===== config.mk =====
export PLATFORM = sky130hd
export DESIGN_NAME = spi_dataflash_command_sequencer
export DESIGN_NICKNAME = d
export VERILOG_FILES = /design/src/sdfcs_pkg.sv /design/src/sdfcs_front.sv /design/src/sdfcs_queue.sv /design/src/sdfcs_back.sv /design/src/spi_dataflash_command_sequencer.sv
export SDC_FILE = /design/constraint.sdc
export NUM_CORES = 1
export LEC_CHECK = 0
export ABC_AREA = 1
export BUFFER_PORTS_ARGS = -buffer_cell sky130_fd_sc_hd__clkbuf_2
export CORE_MARGIN = 3
export CORE_UTILIZATION = 25
export DETAILED_ROUTE_END_ITERATION = 6
export GPL_TIMING_DRIVEN = 0
export SYNTH_ARGS = -nofsm -noshare
export SYNTH_HDL_FRONTEND = slang
export SYNTH_SLANG_ARGS = --single-unit
export TNS_END_PERCENT = 100

===== constraint.sdc =====
create_clock -name i_clk -period 4 [get_ports i_clk]
set_clock_uncertainty 0.15 [all_clocks]
set_input_delay 0.6 -clock i_clk [delete_from_list [all_inputs] [get_ports i_clk]]
set_output_delay 0.6 -clock i_clk [all_outputs]
set_load 0.03 [all_outputs]

===== src/sdfcs_pkg.sv =====
// ----------------------------------------------------------------------------
// SPI DataFlash command sequencer package
// Job kinds, the job and frame records passed between the front end, the
// job queue and the frame generator, and the frame lookup functions.
// ----------------------------------------------------------------------------
package sdfcs_pkg;

    // Frame-list kinds carried by a queued job.
    localparam logic [3:0] K_ADDR_POLL   = 4'd0;  // four address bytes, then a status poll
    localparam logic [3:0] K_ADDR_DONE   = 4'd1;  // four address bytes, done on the last
    localparam logic [3:0] K_WRITE       = 4'd2;  // buffer byte write, five bytes
    localparam logic [3:0] K_READ        = 4'd3;  // buffer byte read, six bytes
    localparam logic [3:0] K_POLL        = 4'd4;  // status opcode and dummy byte
    localparam logic [3:0] K_ID_START    = 4'd5;  // ID opcode and first dummy byte
    localparam logic [3:0] K_NOTICE_DONE = 4'd6;  // completion notice
    localparam logic [3:0] K_NOTICE_DATA = 4'd7;  // returned data notice
    localparam logic [3:0] K_ID_MID      = 4'd8;  // ID byte, ask for another
    localparam logic [3:0] K_ID_END      = 4'd9;  // last ID byte

    // Flash opcodes and fixed bytes.
    localparam logic [7:0] OPC_PAGE_ERASE = 8'h81;
    localparam logic [7:0] OPC_CHIP_ERASE = 8'hC7;
    localparam logic [7:0] OPC_CHIP_2     = 8'h94;
    localparam logic [7:0] OPC_CHIP_3     = 8'h80;
    localparam logic [7:0] OPC_CHIP_4     = 8'h9A;
    localparam logic [7:0] OPC_TO_BUF1    = 8'h53;
    localparam logic [7:0] OPC_TO_BUF2    = 8'h55;
    localparam logic [7:0] OPC_TO_PAGE1   = 8'h83;
    localparam logic [7:0] OPC_TO_PAGE2   = 8'h86;
    localparam logic [7:0] OPC_WRITE1     = 8'h84;
    localparam logic [7:0] OPC_WRITE2     = 8'h87;
    localparam logic [7:0] OPC_READ1      = 8'hD4;
    localparam logic [7:0] OPC_READ2      = 8'hD6;
    localparam logic [7:0] OPC_STATUS     = 8'hD7;
    localparam logic [7:0] OPC_ID         = 8'h9F;
    localparam logic [7:0] BYTE_ZERO      = 8'h00;
    localparam logic [7:0] BYTE_ONES      = 8'hFF;

    // Input command codes.
    localparam logic [3:0] OP_PAGE_ERASE = 4'd0;
    localparam logic [3:0] OP_CHIP_ERASE = 4'd1;
    localparam logic [3:0] OP_TO_BUF     = 4'd2;
    localparam logic [3:0] OP_TO_PAGE    = 4'd3;
    localparam logic [3:0] OP_WRITE      = 4'd4;
    localparam logic [3:0] OP_READ       = 4'd5;
    localparam logic [3:0] OP_STATUS     = 4'd6;
    localparam logic [3:0] OP_ID         = 4'd7;
    localparam logic [3:0] OP_REPLY      = 4'd8;

    typedef struct packed {
        logic [3:0]      kind;
        logic [4:0][7:0] bytes;   // command bytes, or the returned byte in entry 0
    } t_job;

    typedef struct packed {
        logic       done_res;
        logic       read_valid;
        logic [7:0] read_byte;
        logic       want_reply;
        logic       release_select;
        logic [7:0] mosi_byte;
    } t_frame;

    // Number of frames a job produces.
    function automatic logic [2:0] job_len(input logic [3:0] kind);
        logic [2:0] len;
        case (kind)
            K_ADDR_POLL:   len = 3'd6;
            K_ADDR_DONE:   len = 3'd4;
            K_WRITE:       len = 3'd5;
            K_READ:        len = 3'd6;
            K_POLL:        len = 3'd2;
            K_ID_START:    len = 3'd2;
            default:       len = 3'd1;
        endcase
        return len;
    endfunction

    // Frame number idx of a job.
    function automatic t_frame job_frame(input t_job job, input logic [2:0] idx);
        t_frame f;
        logic [7:0] b;
        f = '0;
        b = (idx <= 3'd4) ? job.bytes[idx] : BYTE_ZERO;
        case (job.kind)
            K_ADDR_POLL: begin
                if (idx <= 3'd3) begin
                    f.mosi_byte      = b;
                    f.release_select = (idx == 3'd3);
                end else if (idx == 3'd4) begin
                    f.mosi_byte = OPC_STATUS;
                end else begin
                    f.release_select = 1'b1;
                    f.want_reply     = 1'b1;
                end
            end
            K_ADDR_DONE: begin
                f.mosi_byte      = b;
                f.release_select = (idx == 3'd3);
                f.done_res       = (idx == 3'd3);
            end
            K_WRITE: begin
                f.mosi_byte      = b;
                f.release_select = (idx == 3'd4);
                f.done_res       = (idx == 3'd4);
            end
            K_READ: begin
                f.mosi_byte      = (idx <= 3'd3) ? b : BYTE_ZERO;
                f.release_select = (idx == 3'd5);
                f.want_reply     = (idx == 3'd5);
            end
            K_POLL: begin
                f.mosi_byte      = (idx == 3'd0) ? OPC_STATUS : BYTE_ZERO;
                f.release_select = (idx == 3'd1);
                f.want_reply     = (idx == 3'd1);
            end
            K_ID_START: begin
                f.mosi_byte  = (idx == 3'd0) ? OPC_ID : BYTE_ONES;
                f.want_reply = (idx == 3'd1);
            end
            K_NOTICE_DONE: begin
                f.done_res = 1'b1;
            end
            K_NOTICE_DATA: begin
                f.read_byte  = job.bytes[0];
                f.read_valid = 1'b1;
                f.done_res   = 1'b1;
            end
            K_ID_MID: begin
                f.mosi_byte  = BYTE_ONES;
                f.want_reply = 1'b1;
                f.read_byte  = job.bytes[0];
                f.read_valid = 1'b1;
            end
            K_ID_END: begin
                f.mosi_byte      = BYTE_ONES;
                f.release_select = 1'b1;
                f.read_byte      = job.bytes[0];
                f.read_valid     = 1'b1;
                f.done_res       = 1'b1;
            end
            default: begin
                f = '0;
            end
        endcase
        return f;
    endfunction

endpackage


===== src/sdfcs_front.sv =====
// ----------------------------------------------------------------------------
// SPI DataFlash command front end
// Accepts command and reply items, tracks the command phase, reduces the page
// number and hands one job per productive item to the job queue.
// ----------------------------------------------------------------------------
module sdfcs_front
    import sdfcs_pkg::*;
#(
    parameter int PAGE_COUNT = 4096
) (
    input  logic        i_clk,
    input  logic        i_rst_n,
    input  logic        i_valid,
    output logic        o_ready,
    input  logic [3:0]  i_op,
    input  logic        i_buffer_select,
    input  logic [11:0] i_page_number,
    input  logic [9:0]  i_byte_offset,
    input  logic [7:0]  i_write_byte,
    input  logic        i_wait_ready,
    input  logic [7:0]  i_reply_byte,
    input  logic        i_page_size_is_512,
    input  logic        i_queue_full,
    output logic        o_push,
    output t_job        o_job
);

    // Phase codes.
    localparam logic [2:0] PH_IDLE   = 3'd0;
    localparam logic [2:0] PH_POLL   = 3'd1;
    localparam logic [2:0] PH_STATUS = 3'd2;
    localparam logic [2:0] PH_READ   = 3'd3;
    localparam logic [2:0] PH_ID     = 3'd4;

    // Reciprocal for the page modulo: exact quotient for any 12-bit page.
    localparam int MOD_SHIFT = 24;
    localparam int MOD_RECIP = ((1 << MOD_SHIFT) + PAGE_COUNT - 1) / PAGE_COUNT;

    logic [2:0]  r_phase;
    logic [1:0]  r_id_seen;
    logic        r_s1_valid;
    t_job        r_s1_job;
    logic        r_s1_use_page;
    logic [11:0] r_s1_page;
    logic [11:0] r_s1_quot;

    logic [2:0]  n_phase;
    logic [1:0]  n_id_seen;
    logic        n_s1_valid;
    t_job        n_s1_job;
    logic        n_s1_use_page;
    logic [35:0] quot_prod;
    logic        accept;
    logic        advance;

    assign advance = r_s1_valid && !i_queue_full;
    assign o_ready = !r_s1_valid || !i_queue_full;
    assign accept  = i_valid && o_ready;
    assign quot_prod = 36'(i_page_number) * 36'(MOD_RECIP);

    // Classify the item and step the phase.
    always_comb begin
        n_phase       = r_phase;
        n_id_seen     = r_id_seen;
        n_s1_valid    = 1'b0;
        n_s1_use_page = 1'b0;
        n_s1_job      = '0;
        if (i_op == OP_REPLY) begin
            n_s1_job.bytes[0] = i_reply_byte;
            case (r_phase)
                PH_POLL: begin
                    n_s1_valid = 1'b1;
                    if (i_reply_byte[7]) begin
                        n_s1_job.kind = K_NOTICE_DONE;
                        n_phase       = PH_IDLE;
                    end else begin
                        n_s1_job.kind = K_POLL;
                    end
                end
                PH_STATUS, PH_READ: begin
                    n_s1_valid    = 1'b1;
                    n_s1_job.kind = K_NOTICE_DATA;
                    n_phase       = PH_IDLE;
                end
                PH_ID: begin
                    n_s1_valid = 1'b1;
                    if (r_id_seen < 2'd2) begin
                        n_s1_job.kind = K_ID_MID;
                        n_id_seen     = r_id_seen + 2'd1;
                    end else begin
                        n_s1_job.kind = K_ID_END;
                        n_id_seen     = 2'd0;
                        n_phase       = PH_IDLE;
                    end
                end
                default: begin
                    n_s1_valid = 1'b0;
                end
            endcase
        end else if (r_phase == PH_IDLE && i_op <= OP_ID) begin
            n_s1_valid = 1'b1;
            case (i_op)
                OP_PAGE_ERASE: begin
                    n_s1_job.kind     = K_ADDR_POLL;
                    n_s1_job.bytes[0] = OPC_PAGE_ERASE;
                    n_s1_use_page     = 1'b1;
                    n_phase           = PH_POLL;
                end
                OP_CHIP_ERASE: begin
                    n_s1_job.kind     = K_ADDR_POLL;
                    n_s1_job.bytes[0] = OPC_CHIP_ERASE;
                    n_s1_job.bytes[1] = OPC_CHIP_2;
                    n_s1_job.bytes[2] = OPC_CHIP_3;
                    n_s1_job.bytes[3] = OPC_CHIP_4;
                    n_phase           = PH_POLL;
                end
                OP_TO_BUF: begin
                    n_s1_job.kind     = K_ADDR_POLL;
                    n_s1_job.bytes[0] = i_buffer_select ? OPC_TO_BUF2 : OPC_TO_BUF1;
                    n_s1_use_page     = 1'b1;
                    n_phase           = PH_POLL;
                end
                OP_TO_PAGE: begin
                    n_s1_job.kind     = i_wait_ready ? K_ADDR_POLL : K_ADDR_DONE;
                    n_s1_job.bytes[0] = i_buffer_select ? OPC_TO_PAGE2 : OPC_TO_PAGE1;
                    n_s1_use_page     = 1'b1;
                    n_phase           = i_wait_ready ? PH_POLL : PH_IDLE;
                end
                OP_WRITE: begin
                    n_s1_job.kind     = K_WRITE;
                    n_s1_job.bytes[0] = i_buffer_select ? OPC_WRITE2 : OPC_WRITE1;
                    n_s1_job.bytes[2] = {6'd0, i_byte_offset[9:8]};
                    n_s1_job.bytes[3] = i_byte_offset[7:0];
                    n_s1_job.bytes[4] = i_write_byte;
                end
                OP_READ: begin
                    n_s1_job.kind     = K_READ;
                    n_s1_job.bytes[0] = i_buffer_select ? OPC_READ2 : OPC_READ1;
                    n_s1_job.bytes[2] = {6'd0, i_byte_offset[9:8]};
                    n_s1_job.bytes[3] = i_byte_offset[7:0];
                    n_phase           = PH_READ;
                end
                OP_STATUS: begin
                    n_s1_job.kind = K_POLL;
                    n_phase       = PH_STATUS;
                end
                default: begin
                    n_s1_job.kind = K_ID_START;
                    n_id_seen     = 2'd0;
                    n_phase       = PH_ID;
                end
            endcase
        end
    end

    // Phase state and the first stage register.
    always_ff @(posedge i_clk) begin
        if (!i_rst_n) begin
            r_phase    <= PH_IDLE;
            r_id_seen  <= 2'd0;
            r_s1_valid <= 1'b0;
        end else begin
            if (accept) begin
                r_phase    <= n_phase;
                r_id_seen  <= n_id_seen;
                r_s1_valid <= n_s1_valid;
            end else if (advance) begin
                r_s1_valid <= 1'b0;
            end
        end
    end

    always_ff @(posedge i_clk) begin
        if (accept) begin
            r_s1_job      <= n_s1_job;
            r_s1_use_page <= n_s1_use_page;
            r_s1_page     <= i_page_number;
            r_s1_quot     <= quot_prod[MOD_SHIFT +: 12];
        end
    end

    // Second stage: page remainder and address packing.
    logic [23:0] quot_times;
    logic [11:0] rem_raw;
    logic [11:0] page_mod;

    assign quot_times = 24'(r_s1_quot) * 24'(PAGE_COUNT);
    assign rem_raw    = r_s1_page - quot_times[11:0];
    assign page_mod   = ({1'b0, rem_raw} >= 13'(PAGE_COUNT))
                        ? 12'(rem_raw - 12'(PAGE_COUNT)) : rem_raw;

    always_comb begin
        o_job = r_s1_job;
        if (r_s1_use_page) begin
            if (i_page_size_is_512) begin
                o_job.bytes[1] = {3'd0, page_mod[11:7]};
                o_job.bytes[2] = {page_mod[6:0], 1'b0};
            end else begin
                o_job.bytes[1] = {2'd0, page_mod[11:6]};
                o_job.bytes[2] = {page_mod[5:0], 2'b00};
            end
            o_job.bytes[3] = BYTE_ZERO;
        end
    end

    assign o_push = advance;

endmodule


===== src/sdfcs_queue.sv =====
// ----------------------------------------------------------------------------
// SPI DataFlash job queue
// Two-entry queue of jobs between the front end and the frame generator.
// ----------------------------------------------------------------------------
module sdfcs_queue
    import sdfcs_pkg::*;
(
    input  logic i_clk,
    input  logic i_rst_n,
    input  logic i_push,
    input  t_job i_job,
    input  logic i_pop,
    output logic o_full,
    output logic o_empty,
    output t_job o_head
);

    t_job       r_entry [2];
    logic       r_wr_ptr;
    logic       r_rd_ptr;
    logic [1:0] r_count;

    assign o_full  = (r_count == 2'd2);
    assign o_empty = (r_count == 2'd0);
    assign o_head  = r_entry[r_rd_ptr];

    // Pointers and fill count.
    always_ff @(posedge i_clk) begin
        if (!i_rst_n) begin
            r_wr_ptr <= 1'b0;
            r_rd_ptr <= 1'b0;
            r_count  <= 2'd0;
        end else begin
            if (i_push) begin
                r_wr_ptr <= ~r_wr_ptr;
            end
            if (i_pop) begin
                r_rd_ptr <= ~r_rd_ptr;
            end
            if (i_push && !i_pop) begin
                r_count <= r_count + 2'd1;
            end else if (!i_push && i_pop) begin
                r_count <= r_count - 2'd1;
            end
        end
    end

    // Entry storage.
    always_ff @(posedge i_clk) begin
        if (i_push) begin
            r_entry[r_wr_ptr] <= i_job;
        end
    end

endmodule


===== src/sdfcs_back.sv =====
// ----------------------------------------------------------------------------
// SPI DataFlash frame generator
// Walks the frame list of the job at the queue head and loads one frame per
// cycle into the output register while that register is free or being taken.
// ----------------------------------------------------------------------------
module sdfcs_back
    import sdfcs_pkg::*;
(
    input  logic   i_clk,
    input  logic   i_rst_n,
    input  logic   i_empty,
    input  t_job   i_head,
    output logic   o_pop,
    output logic   o_valid,
    input  logic   i_ready,
    output t_frame o_frame,
    output logic   o_last
);

    logic [2:0] r_idx;
    logic       r_out_valid;
    t_frame     r_out_frame;
    logic       r_out_last;

    logic       load;
    logic       is_last;

    assign load    = !i_empty && (!r_out_valid || i_ready);
    assign is_last = (r_idx == job_len(i_head.kind) - 3'd1);
    assign o_pop   = load && is_last;

    // Frame counter and output valid.
    always_ff @(posedge i_clk) begin
        if (!i_rst_n) begin
            r_idx       <= 3'd0;
            r_out_valid <= 1'b0;
        end else begin
            if (load) begin
                r_idx       <= is_last ? 3'd0 : r_idx + 3'd1;
                r_out_valid <= 1'b1;
            end else if (i_ready) begin
                r_out_valid <= 1'b0;
            end
        end
    end

    // Output payload.
    always_ff @(posedge i_clk) begin
        if (load) begin
            r_out_frame <= job_frame(i_head, r_idx);
            r_out_last  <= is_last;
        end
    end

    assign o_valid = r_out_valid;
    assign o_frame = r_out_frame;
    assign o_last  = r_out_last;

endmodule


===== src/spi_dataflash_command_sequencer.sv =====
// ----------------------------------------------------------------------------
// SPI DataFlash command sequencer
// Turns flash commands into SPI byte frames and MISO replies into data and
// completion notices, with status polling after erase and transfer commands.
//
//   Channel   Direction  Payload
//   s_axis    in         tuser: op; tdata: command fields and reply byte
//   m_axis    out        tdata: one SPI frame or notice; tlast: last of item
//   APB       in/out     page_size_is_512 at address 0
//
// Input items are accepted back to back while the two-entry job queue has
// room; an item passes through the first stage register, a queue entry and
// the output register on its way out. The frame generator sends one frame
// per cycle while m_axis takes frames, so a command gives one to six frames.
// Reset is synchronous and needs no clearing pass. Either side may stall
// freely; the output register decouples the frame generator from m_axis.
// ----------------------------------------------------------------------------
module spi_dataflash_command_sequencer
    import sdfcs_pkg::*;
#(
    parameter int PAGE_COUNT = 4096
) (
    input  logic        i_clk,
    input  logic        i_rst_n,
    input  logic        s_axis_tvalid,
    output logic        s_axis_tready,
    // [3:0] op
    input  logic [3:0]  s_axis_tuser,
    // [0] buffer_select, [12:1] page_number, [22:13] byte_offset,
    // [30:23] write_byte, [31] wait_ready, [39:32] reply_byte
    input  logic [39:0] s_axis_tdata,
    output logic        m_axis_tvalid,
    input  logic        m_axis_tready,
    // [7:0] mosi_byte, [8] release_select, [9] want_reply, [17:10] read_byte,
    // [18] read_valid, [19] done_res, [23:20] zero
    output logic [23:0] m_axis_tdata,
    output logic        m_axis_tlast,
    input  logic        psel,
    input  logic        penable,
    input  logic        pwrite,
    input  logic [2:0]  paddr,
    input  logic [31:0] pwdata,
    output logic [31:0] prdata,
    output logic        pready
);

    logic   r_page_size_is_512;
    logic   push;
    t_job   push_job;
    logic   pop;
    logic   queue_full;
    logic   queue_empty;
    t_job   head_job;
    t_frame out_frame;

    // Configuration register.
    assign pready = 1'b1;
    assign prdata = (paddr[2] == 1'b0) ? {31'd0, r_page_size_is_512} : 32'd0;

    always_ff @(posedge i_clk) begin
        if (!i_rst_n) begin
            r_page_size_is_512 <= 1'b0;
        end else if (psel && penable && pwrite && pready && paddr[2] == 1'b0) begin
            r_page_size_is_512 <= pwdata[0];
        end
    end

    sdfcs_front #(
        .PAGE_COUNT (PAGE_COUNT)
    ) u_front (
        .i_clk              (i_clk),
        .i_rst_n            (i_rst_n),
        .i_valid            (s_axis_tvalid),
        .o_ready            (s_axis_tready),
        .i_op               (s_axis_tuser),
        .i_buffer_select    (s_axis_tdata[0]),
        .i_page_number      (s_axis_tdata[12:1]),
        .i_byte_offset      (s_axis_tdata[22:13]),
        .i_write_byte       (s_axis_tdata[30:23]),
        .i_wait_ready       (s_axis_tdata[31]),
        .i_reply_byte       (s_axis_tdata[39:32]),
        .i_page_size_is_512 (r_page_size_is_512),
        .i_queue_full       (queue_full),
        .o_push             (push),
        .o_job              (push_job)
    );

    sdfcs_queue u_queue (
        .i_clk   (i_clk),
        .i_rst_n (i_rst_n),
        .i_push  (push),
        .i_job   (push_job),
        .i_pop   (pop),
        .o_full  (queue_full),
        .o_empty (queue_empty),
        .o_head  (head_job)
    );

    sdfcs_back u_back (
        .i_clk   (i_clk),
        .i_rst_n (i_rst_n),
        .i_empty (queue_empty),
        .i_head  (head_job),
        .o_pop   (pop),
        .o_valid (m_axis_tvalid),
        .i_ready (m_axis_tready),
        .o_frame (out_frame),
        .o_last  (m_axis_tlast)
    );

    // Output packing.
    assign m_axis_tdata = {4'd0, out_frame.done_res, out_frame.read_valid,
                           out_frame.read_byte, out_frame.want_reply,
                           out_frame.release_select, out_frame.mosi_byte};

endmodule


# [Word-level counts from Yosys, hierarchy flattened]
# Memory sizes are Yosys's and may differ from the RTL's. A register that Yosys moved wholly into a read port is not among the register bits.
# Cells that the tools add are included.
# Widths: inputs -> output; s select.
[totals] out_inout_bits=60 ramBits=88 elab_cells=177 mem_count=1 ff_bits=93 inputBits=86
[op_classes] reduce_logical=43 eq_ne=32 n_lt_le_gt_ge=5 bitwise=5 mux=62 add_sub_neg=5
[memory_table] memory="u_queue.r_entry" words=2 word_bits=44 rd=1 rd_ports_with_merged_regs=1 write_ports=1 line="sdfcs_queue.sv:18" text="t_job r_entry [2];"
[ops] op="$pmux 8 s6" n=2
[ops] op="$mux 8" n=8
[ops] op="$mux 44" n=1
[ops] op="$pmux 16 s2" n=1
[ops] op="$eq 4x3->1 const B" n=7
[ops] op="$bmux 8 s3" n=1
[ops] op="$mux 24" n=1
[ops] op="$mux 2" n=11
[ops] op="$mux 3" n=7
[ops] op="$pmux 4 s5" n=1
[ops] op="$mux 9" n=2
[ops] op="$mux 1" n=17
[ops] op="$eq 4x2->1 const B" n=4
[ops] op="$mux 16" n=1
[ops] op="$pmux 3 s5" n=1
[ops] op="$reduce_or 3->1" n=5
[ops] op="$reduce_or 2->1" n=7
[ops] op="$eq 4x4->1 const B" n=3
[ops] op="$pmux 3 s4" n=1
[ops] op="$pmux 4 s3" n=1
[ops] op="$logic_and 1x1->1" n=10
[ops] op="$eq 3x2->1 const B" n=3
[ops] op="$eq 3x3->1 const B" n=3
[ops] op="$pmux 3 s3" n=1
[ops] op="33 further kinds" n=53

# [Logic depth before layout (Yosys ltp)]
[logic_depth] depth_word=9 ltp_mapped=19

# [Hierarchy]
# From an unflattened synthesis, not the netlist that was laid out.
[hier_totals] hier_cells=746 area_unflattened_um2=8284.2
[modules_own_cells] mod="sdfcs_queue" cells_each=172 area_each_um2=3607.2 n_inst=1 seq_area_each_um2=2742.6
[modules_own_cells] mod="sdfcs_front" cells_each=280 area_each_um2=2580.0 n_inst=1 seq_area_each_um2=1471.4
[modules_own_cells] mod="sdfcs_back" cells_each=244 area_each_um2=1752.9 n_inst=1 seq_area_each_um2=710.7
[modules_own_cells] mod="spi_dataflash_command_sequencer" cells_each=50 area_each_um2=344.1 n_inst=1 seq_area_each_um2=20.0

# [Least setup slack after synthesis]
# Ideal clock, no wire load.
[synth_timing] path_kind="reg-to-reg" start="reg u_queue.r_count[1]" end="mem u_queue.r_entry[1][0] (netlist bit) (enable)" setup_time_ps=445 setup_slack_ps=1038 stages_incl_launch_ff=4 required_time_ps=3405 t_arrival_ps=2367 cell_sequence="dfxtp_1 inv_1 o21ai_0 nor2_1"
[synth_between] elab_chain_cells=5
[synth_lines] element="from (decl)" line="sdfcs_queue.sv:21" text="logic [1:0] r_count;"
[synth_lines] element="from (signal assigned)" line="sdfcs_queue.sv:41" text="r_count <= r_count + 2'd1;"
[synth_lines] element="from (signal assigned)" line="sdfcs_queue.sv:43" text="r_count <= r_count - 2'd1;"
[synth_lines] element="$eq 2x2->1" line="sdfcs_queue.sv:23" text="assign o_full = (r_count == 2'd2);"
[synth_lines] element="$logic_not 1->1" line="sdfcs_front.sv:56" text="assign advance = r_s1_valid && !i_queue_full;"
[synth_lines] element="$logic_and 1x1->1" line="sdfcs_front.sv:56"
[synth_lines] element="$mux 1" line="sdfcs_queue.sv:50" text="if (i_push) begin"
[synth_lines] element="$mux 1 (implied by the code)" line="sdfcs_queue.sv:51" text="r_entry[r_wr_ptr] <= i_job;"
[synth_lines] element="to (decl)" line="sdfcs_queue.sv:18"
# Every way passes these cells.

==> flow_summary_export.csv <==
group,metric,value,unit
drt,ant_nets,0,
clock_network,htree_num_levels,4,
timing,hold_ws,0.194,ns
clock_network,cts_num_sinks,167,
logic_synthesis,synth-compound-area-share,0.0847,
global_routing,grtUsageTotal,0.104,
logic_synthesis,synth_adder_area_share,0.00979,
timing,tightest_slew,0.917,ns
job,drv_cap,0,
drt,drt_iter0_drc,363,
logic_synthesis,synth.top_cells.by_count,"151 x edfxtp_1, 128 x nand2_1, 102 x nor2_1",
timing,period_share,0.791,
logic_synthesis,yosysMostFrequentCell,"edfxtp_1",
logic_synthesis,synth_top_area_frac,0.591,
power,p_leak,3.92,nW
finish,layout.cells.non_filler,1266,
finish,drive_above_1_share,0.219,
logic_synthesis,synth-edff-count,151,
drt,drc,0,
timing,setup_viol,0,
clock_network,cts_resized,0,
power,powerDensity,612,nW/um^2
logic_synthesis,synth-simple-area-share,0.167,
timing,max_freq,316,MHz
global_routing,grt_max_degree,43,
clock_network,cts_inserted_buffers,17,
global_routing,antenna_found_initial,0,
logic_synthesis,synth_cells,732,
place,port_buffers,75,
timing,hold_viol_final,0,
global_routing,grt_first_pass_wirelength,26.4,mm
logic_synthesis,yosys_warnings,0,
logic_synthesis,post-synth-top-area-cell,"edfxtp_1",
place,placed_cells,1234,
finish,design_area,9360,um^2
clock_network,clk_pin_slew,0.07,ns
floorplan,die_w,181,um
floorplan,pin_count,146,
global_routing,gr-total-overflow,0,
floorplan,rows,63,
drt,viasPerCell,4.09,
timing,max-slew-margin-rel,0.387,
timing,rsz0062_at_grt,"false",
finish,nets,955,
floorplan,die_h,181,um
logic_synthesis,synth_seq_cells,167,
logic_synthesis,muxShareOfSynthArea,0.00653,
hold_path,hold_class,"primary input to flop",
setup_path,cp.required,4.16,ns
logic_synthesis,synth_top_family_by_area,"simple AND/OR/NAND/NOR gates",
finish,syn2layout_area_growth,22.0,%
logic_synthesis,synth-seq-area-share,0.633,
clock_network,clock_latency,0.43,ns
place,hpwl,12.6,mm
timing,tns,0,ns
clock_network,cts_tree,"done",
logic_synthesis,synthFlopType,"edfxtp_1",
setup_path,cp-start-kind,"flop",
status,outcome,"finished clean",
logic_synthesis,async_reset_ff_frac,0,
floorplan,core-area,30000,um^2
setup_path,criticalPathCategory,"flop to flop",
drt,vias,5175,
global_routing,grt_pass1_vias,4959,
drt,wl_per_cell,13.4,um
timing,slew_violations,0,
logic_synthesis,syn_area_per_cell,10.5,um^2
setup_path,worstPathArrival,3.33,ns
finish,num-fill-cells,3065,
logic_synthesis,yosys.area_share.xor_xnor,0.00343,
clock_network,hold_buffers,0,
place,gp_congestion,0.871,
clock_network,cts_root_buffer,"clkbuf_16",
finish,antennaDiodeCount,0,
logic_synthesis,syn_area,7670,um^2
drt,firstDrtPassIters,5,
floorplan,die-area,32800,um^2
floorplan,start_util,0.256,
logic_synthesis,synthTopCellsByArea,"edfxtp_1 59%, nand2_1 6.3%, nor2_1 5.0%",
clock_network,cts_max_path_buffers,2,
logic_synthesis,yosysUniqueCellTypes,46,
drt,routed_wl,17.0,mm
power,irDropWorstVdd,0.000350,V
place,dpl_cell_area,8740,um^2
setup_path,endpoint_kind,"flop",
clock_network,post_cts_buffers,0,
power,power.total,5.73,mW
timing,fin_crit,3.16,ns
setup_path,cp_max_fo,10,
[state kept, by name (all words and copies together) (netlist names), named ones only]
signal and cells:
u_front.r_s1_job 11, u_front.o_job 20, u_back.r_idx 3, u_queue.r_count 2, u_front.r_id_seen 2, u_back.o_frame 20, r_page_size_is_512 1, u_queue.r_wr_ptr 1
u_queue.r_entry 86, u_front.r_s1_use_page 1, u_back.o_valid 1, u_front.r_s1_valid 1, u_front.r_s1_page 12, u_front.r_phase 3, u_back.o_last 1, u_queue.r_rd_ptr 1
[power breakdown]
group	switching [mW]	total, mW	internal, mW
clock network	0.685	1.69	1.01
logic	1.25	1.76	0.514
registers	0.0775	2.27	2.19
total	2.01	5.73	3.71
[final timing paths]
| check | start | end | slack, ns | depth (start not counted) |
|---|---|---|---|---|
| max reg2reg | flop | u_queue.r_count[1]$_SDFFE_PN0P_ | 0.84 | 17 |
| max | flop | u_queue.r_count[1]$_SDFFE_PN0P_ | 0.84 | 17 |
| min | s_axis_tdata[12] | u_front.r_s1_page[11]$_DFFE_PP_ | 0.19 | 1 |
| min reg2reg | u_front.o_job[33]$_SDFFCE_PP0P_ | u_queue.r_entry[1][33]$_DFFE_PP_ | 0.29 | 0 |
[critical path, cell delays in order, from the launching register on]
cell and delay [ns]:
dfxtp_1 0.37, buf_4 0.21, nand2_2 0.08, nand2_4 0.11, inv_2 0.05, nand2_1 0.12, nand2_1 0.13, a21oi_1 0.19
ha_1 0.20, xor2_1 0.19, nor2_1 0.08, nor2_2 0.19, nand3_4 0.13, ha_1 0.36, a21oi_1 0.12, o21ai_0 0.13
o21ai_0 0.18, a21oi_1 0.06
[cell type report]
cell class,count,area [um^2],share of cell area
Timing Repair Buffer,78,435,0.0465
Multi-Input combinational cell,449,2240,0.239
Buffer,55,370,0.0396
Inverter,95,357,0.0381
Sequential cell,167,4850,0.519
Tap cell,390,488,0.0521
Clock buffer,19,443,0.0473
Clock inverter,13,173,0.0185
[metrics by stage]
step | setup slack, ns | utilization
CTS | 0.867 | 0.312
floorplan | 1.04 | -
global route | 0.586 | 0.312
finish | 0.836 | 0.312
detailed placement | 0.879 | 0.292
global placement | -0.110 | 0.289
[cells in the final DEF (no fill, tap or decap), types with 3 or more instances in the layout]
cell / count
edfxtp_1: 151
nand2_1: 128
nor2_1: 100
inv_1: 88
clkbuf_2: 75
o21ai_0: 46
buf_4: 40
conb_1: 36
nand3_1: 21
clkbuf_16: 17
dfxtp_1: 16
o22ai_1: 15
a21oi_1: 12
nand2_2: 11
clkbuf_1: 10
o21a_1: 10
inv_2: 6
nand4_1: 6
nor3_1: 6
ha_1: 6
buf_2: 5
mux2i_1: 5
o21ai_1: 5
nand2_4: 4
o221ai_1: 4
clkinv_4: 4
xor2_1: 3
or2_2: 3
nor2_4: 3
bufinv_16: 3
buf_12: 3
[cells by family (layout without fill, tap and decap cells)]
kind of cell	after synthesis	in the layout
multiplexers	5	5
buffers and inverters	150	260
AO/OA/AOI/OAI	107	107
XOR/XNOR	3	3
other	2	36
flip-flops	167	167
AND/OR/NAND/NOR	292	292
adder cells (fa/ha/maj)	6	6
[routing by layer]
| layer | vias to the layer above | share of wire | GRT usage |
|---|---|---|---|
| met4 | 0 | 0.011 | 0.0280 |
| met5 | - | 0 | 0 |
| met2 | 145 | 0.47 | 0.167 |
| met3 | 12 | 0.067 | 0.0320 |
| met1 | 2359 | 0.45 | 0.135 |
| li1 | 2659 | - | - |
(Power assumes the default switching activity.)
